## config.mk

```make
export PLATFORM = sky130hd
export DESIGN_NAME = lzcd_packer
export DESIGN_NICKNAME = d
export VERILOG_FILES = /design/src/rtl/core/lzcd_pkg.sv /design/src/rtl/core/lzcd_packer.sv
export SDC_FILE = /design/constraint.sdc
export NUM_CORES = 1
export LEC_CHECK = 0
export BUFFER_PORTS_ARGS = -buffer_cell sky130_fd_sc_hd__buf_2
export CORE_MARGIN = 4
export CORE_UTILIZATION = 49
export DETAILED_ROUTE_END_ITERATION = 10
export GPL_TIMING_DRIVEN = 0
export PLACE_DENSITY = 0.76
export SLEW_MARGIN = 20
export SYNTH_ARGS = -nofsm -noshare
export SYNTH_HDL_FRONTEND = slang
export SYNTH_SLANG_ARGS = --single-unit
```

## constraint.sdc

```tcl
create_clock -name clk -period 12.5 [get_ports clk]
set_input_delay 1.25 -clock clk [delete_from_list [all_inputs] [get_ports clk]]
set_output_delay 1.25 -clock clk [all_outputs]
set_load 0.01 [all_outputs]
```

## src/rtl/core/lzcd_pkg.sv

```systemverilog
package lzcd_pkg;

	localparam int CHUNK_BYTES = 32;
	localparam int WINDOW_DEFAULT = 131072;
	localparam int CNT_W = $clog2(CHUNK_BYTES + 1);
	localparam int SIZE_W = 24;
	localparam int DIST_W = 18;
	localparam int LEN_W = 11;
	localparam int TDATA_W = 288;

	localparam logic [7:0] CMD_SHORT_LIM = 8'h80;
	localparam logic [7:0] CMD_MID_LIM = 8'hC0;
	localparam logic [7:0] CMD_LONG_LIM = 8'hE0;
	localparam logic [7:0] CMD_STOP_LIM = 8'hFC;

	typedef enum logic [8:0] {
		PH_FLAGS   = 9'b000000001,
		PH_MAGIC   = 9'b000000010,
		PH_SKIP    = 9'b000000100,
		PH_SIZE    = 9'b000001000,
		PH_CMD     = 9'b000010000,
		PH_CMDMORE = 9'b000100000,
		PH_LITPRE  = 9'b001000000,
		PH_LITRUN  = 9'b010000000,
		PH_TRAIL   = 9'b100000000
	} phase_t;

	typedef enum logic [3:0] {
		ST_IDLE = 4'b0001,
		ST_CRD  = 4'b0010,
		ST_CWR  = 4'b0100,
		ST_FIN  = 4'b1000
	} seq_state_t;

	typedef struct packed {
		logic       push;
		logic [7:0] data;
		logic       fin;
		logic       stream_end;
		logic       bad;
	} pk_ctl_t;

	typedef struct packed {
		logic push_ready;
		logic fin_ready;
	} pk_stat_t;

endpackage

```

## src/rtl/core/lzcd_packer.sv

```systemverilog
module lzcd_packer (
	input  logic                          clk,
	input  logic                          arst_n,
	input  lzcd_pkg::pk_ctl_t             ctl,
	input  logic [lzcd_pkg::SIZE_W-1:0]   total_size,
	output lzcd_pkg::pk_stat_t            stat,
	output logic                          m_axis_tvalid,
	input  logic                          m_axis_tready,
	output logic [lzcd_pkg::TDATA_W-1:0]  m_axis_tdata,
	output logic                          m_axis_tlast,
	output logic [1:0]                    m_axis_tuser
);
	import lzcd_pkg::*;

	logic [7:0]       fill_q [CHUNK_BYTES];
	logic [CNT_W-1:0] cnt_q;
	logic [CHUNK_BYTES*8-1:0] lanes;
	logic out_free, full, ship_mid, ship;

	assign out_free = !m_axis_tvalid || m_axis_tready;
	assign full = (cnt_q == CNT_W'(CHUNK_BYTES));
	assign stat.push_ready = !full || out_free;
	assign stat.fin_ready = out_free;
	assign ship_mid = ctl.push && full;
	assign ship = ship_mid || ctl.fin;

	always_comb begin
		for (int i = 0; i < CHUNK_BYTES; i++) begin
			lanes[8*i +: 8] = (CNT_W'(i) < cnt_q) ? fill_q[i] : 8'h00;
		end
	end

	always_ff @(posedge clk or negedge arst_n) begin
		if (!arst_n) begin
			cnt_q <= '0;
			m_axis_tvalid <= 1'b0;
		end else begin
			if (ship) begin
				m_axis_tvalid <= 1'b1;
			end else if (m_axis_tready) begin
				m_axis_tvalid <= 1'b0;
			end
			if (ctl.fin) begin
				cnt_q <= '0;
			end else if (ship_mid) begin
				cnt_q <= CNT_W'(1);
			end else if (ctl.push) begin
				cnt_q <= cnt_q + CNT_W'(1);
			end
		end
	end

	always_ff @(posedge clk) begin
		if (ctl.push) begin
			if (full) begin
				fill_q[0] <= ctl.data;
			end else begin
				fill_q[cnt_q[CNT_W-2:0]] <= ctl.data;
			end
		end
		if (ship) begin
			m_axis_tdata <= {2'b00, total_size, cnt_q, lanes};
			m_axis_tlast <= ctl.fin;
			m_axis_tuser <= {ctl.bad, ctl.fin && ctl.stream_end};
		end
	end

endmodule

```

# == Word-level counts from Yosys, hierarchy flattened ==
# Memory sizes are Yosys's and may differ from the RTL's. A register that Yosys moved wholly into a read port is not among the register bits.
# Cells that the tools add are included.
# classes
mux,14
div_mod_pow,0
n_mul,0
n_bitwise,0
add_sub_neg,1
eq_ne,1
reduce_logical,42
shift,0
n_lt_le_gt_ge,32
# op_table
cell,n
"less-than comparator 5 x 6 -> 1 bit, first input constant",16
"less-than comparator 4 x 6 -> 1 bit, first input constant",8
logical NOT 1 bit,34
"less-than comparator 3 x 6 -> 1 bit, first input constant",4
2-to-1 mux 6 bit,3
"less-than comparator 1 x 6 -> 1 bit, first input constant",2
"less-than comparator 2 x 6 -> 1 bit, first input constant",2
2-to-1 mux 1 bit,9
2-to-1 mux 8 bit,1
OR reduction 8 bit,1
"adder 6 x 1 -> 6 bit, second input constant",1
"== test 6 bit, second input constant",1
2-to-1 mux 5 bit,1
logical OR 1 bit,3
nonzero test 3 bit,1
logical AND 1 bit,2
nonzero test 2 bit,1
# totals
ram_bits,256
latch_bits,0
out_inout_bits,294
word_cells,96
ff_bits,40
memories,1
mem_bits_ro,0
input_bits,39
# memory_table
name,depth,word_bits,read_ports,rd_clocked_by_memory_dff,write_ports,line,source
fill_q,32,8,32,32,1,lzcd_packer.sv:15,logic [7:0] fill_q [CHUNK_BYTES];

# == Depth between registers and ports, before layout ==
# logic_depth
word_depth,6
mapped_depth,6
mapped_depth_nobuf,5

# == Least setup slack after synthesis ==
# OpenSTA, ideal clock, no wires.
# synth_timing
kind,input -> register
from,in ctl[11] (netlist bit)
to,"reg m_axis_tdata[0] (netlist bit) (read register of fill_q), enable pin"
path_stages,3
setup_ns,0.650
path_buffers,2
setup_slack_ns,4.249
required_time_ns,11.850
arrival_ns,7.601
path_cell_list,clkbuf_1 -> buf_1 -> a21o_1
# synth_via
elab_chain_cells,2
# synth_rtl
item,line,source
from (decl),lzcd_packer.sv:4,"input lzcd_pkg::pk_ctl_t ctl,"
logical AND 1 bit,lzcd_packer.sv:24,assign ship_mid = ctl.push && full;
logical OR 1 bit,lzcd_packer.sv:25,assign ship = ship_mid || ctl.fin;
net ship,lzcd_packer.sv:18,"logic out_free, full, ship_mid, ship;"
to (decl),lzcd_packer.sv:9,"output logic [lzcd_pkg::TDATA_W-1:0] m_axis_tdata,"
# The timed path passes the listed nets, and every way through them passes these cells.
# A chain may end at the register's enable or synchronous reset.

==> flow_summary.yaml <==
outcome:
  status: "complete, no violations"
floorplanning:
  ios: 333
  start_util_pct: 49.6
  die_x_um: 205
  die-area_um2: 42200
  row_count: 72
  core-area_um2: 38600
  die_y_um: 205
cts:
  ctsResizeCount: 0
  cts.sink_count: 552
  cts_buffers: 54
  clkSlewWorstSetupHoldPaths_ps: 60
  post_cts_buffers: 0
  cts_root_buf: "clkbuf_16"
  clk-insertion-delay-late_ps: 580
  htreeDepth: 2
  cts_tree: "yes"
  clockBufferDepth: 3
  hold_buffers: 0
route:
  vias: 9443
  antenna_left: 0
  drt-total-wl_mm: 41.5
  wl_per_cell_um: 21.8
  drc: 0
  via_per_inst: 4.95
  dr.first_iter.drc_count: 616
  drtPass1Iterations: 5
critical_path:
  cp_data_required_time_ps: 11250
  slowest_stage: "dfrtp_1"
  startpoint: "cnt_q[1]"
  cpMostUsedCell: "buf_2"
  path_cells: "buf_2, inv_1, ha_1, nor4b_4, and2_1, nand2_1, buf_2"
  slowest_delay_ps: 460
  cp-end-kind: "primary output"
  worstPathMaxFanout: 10
  r2r-start: "cnt_q[1]"
  worstSetupPathType: "reg -> out"
  start_kind: "flop"
  arrival_ps: 2600
finish:
  stdcell_area_um2: 23200
  area_delta_synth_final_pct: 21.5
  finalCoreUtilization_pct: 60.2
  final_nets: 1393
  drive_gt1_share_pct: 32.7
logic_synthesis:
  ys_top_cells_by_area: "edfxtp_1 86%, nor2b_1 5.9%, and2_1 2.2%"
  synthesis.instances: 959
  synth_seq_cells: 552
  syn_area_per_cell_um2: 19.9
  synthArstFlopShare_pct: 1.27
  synth_cell_type_count: 47
  synthFlopType: "edfxtp_1"
  synth_top_area_cell: "edfxtp_1"
  synth_top_area_share_pct: 85.7
  yosysSeqAreaShare_pct: 86.6
  synth-edff-count: 545
  syn_area_um2: 19100
  yosys_warnings: 0
  synth.most_common_cell: "edfxtp_1"
  synth_common_cells: "545 x edfxtp_1, 180 x nor2b_1, 67 x and2_1, 37 x nor2_1, 12 x nand2_1"
placed_design:
  pre_cts_ws_ps: 8850
  dp_hpwl_mm: 26.1
  io_buffer_count: 329
  placed_area_um2: 21500
  place.gp.congestion: 0.838
sta:
  finClkSkew_ps: 18.3
  slew_headroom_pct: 31.0
  rsz0062_at_grt: "no"
  clock.fmax_ghz: 0.259
  tns_ps: 0
  finalCriticalPeriod_ps: 3850
  worstMarginPinSlew_ps: 1030
  final.period_utilization_pct: 30.8
  setup_viol: 0
  hold_violations: 0
  setup_slack_ps: 8650
  maxSlewViolCount: 0
min_path:
  hold_class: "reg -> reg"
  min_from: "fill_q[0][3]"
grt:
  gr-total-overflow: 0
  grt_pass1_wl_mm: 59.6
  antenna_found_initial: 1
  grt.total_usage_pct: 19.3
  grt_max_degree: 51
  first_global_vias: 9434
power_and_ir_drop:
  sequentialPowerShare_pct: 55.6
  swShare_pct: 20.1
  internal_power_mw: 3.01
  p_clk_share_pct: 40.6
  p_per_area_nw_per_um2: 162
  finalPower_mw: 3.76
  p_sw_mw: 0.758
  p_leak_nw: 8.60
  peakVddDrop_uv: 93.7
  p_comb_share_pct: 3.7
flow_run:
  drv_cap: 0
[final timing paths]
kind	end	slack [ps]	cells after the start
min	m_axis_tdata[3]	510	1
min in group asynchronous	cnt_q[5]	520	1
min reg2reg	m_axis_tdata[3]	510	1
max in group asynchronous	cnt_q[3]	11780	1
max	stat[1]	8650	7
max reg2reg	m_axis_tdata[262]	9240	8
[final cells by class]
cell class	instances	area (um2)
clock inverter	28	245
clock buffer	67	1420
timing repair buffer	335	1770
buffer	22	125
tap	518	648
inverter	4	15.0
antenna	1	2.50
fill	2787	15300
multi-input combinational	382	2440
sequential	552	16500
[kinds of logic (layout without fill, tap and decap cells)]
logic type	Yosys count	in the layout	synth area share, %
flip-flops	552	552	86.6
AND/OR/NAND/NOR	331	331	10.5
AO/OA/AOI/OAI	44	44	1.89
buffers and inverters	26	456	0.733
adder cells (fa/ha/maj)	3	3	0.196
other	1	3	0.0196
XOR/XNOR	1	1	0.0458
multiplexers	1	1	0.0524
[worst max-delay path, delay by kind of cell, from the launching register on]
kind	cells	cell delay, ps
buffers and inverters	3	510
and+or+nand+nor	3	760
DFF	1	460
adders and majority gates	1	300
[placed cells by master (no fill, tap or decap), types with 4 or more instances in the layout]
master and n:
or3_1 4, nor2_1 37, and2_1 67, edfxtp_1 545
a21o_1 4, nand3_1 5, a21oi_2 11, nor2b_2 8
a31oi_2 4, buf_4 7, clkbuf_16 55, inv_1 4
buf_2 336, clkbuf_1 17, a21boi_0 8, buf_12 5
clkinv_1 11, a21oi_1 5, clkinv_2 7, nor2b_1 180
dfrtp_1 7, bufinv_16 4, nand2_1 12
[per-stage QoR]
stage / std cells / hold WS (ps)
5_1_grt: 1909 / 484
3_3_place_gp: 1807 / 493
4_1_cts: 1908 / 478
6_report: 1909 / 512
3_5_place_dp: 1813 / 501
2_1_floorplan: 960 / 456
[metal layers]
layer,wire [um],GRT usage (%)
met2,20900,32.4
met3,2700,3.85
met5,0,0
met1,16300,24.9
met4,1590,8.06
[sequential cells by signal, summed over array words and instances (netlist names)]
signal / flops
m_axis_tdata: 286
cnt_q: 6
m_axis_tvalid: 1
m_axis_tlast: 1
fill_q: 256
m_axis_tuser: 2
[power groups by stage]
stage / clock [mW] / combinational (mW) / sequential, mW
final: 1.53 / 0.141 / 2.09
after global routing: 1.64 / 0.152 / 2.10
after CTS: 1.56 / 0.145 / 2.09
after detailed placement: 0 / 0.144 / 2.13
after global placement: 0 / 0.137 / 2.15
after floorplan: 0 / 0.0323 / 2.16
Power figures use the tool's default switching activity.
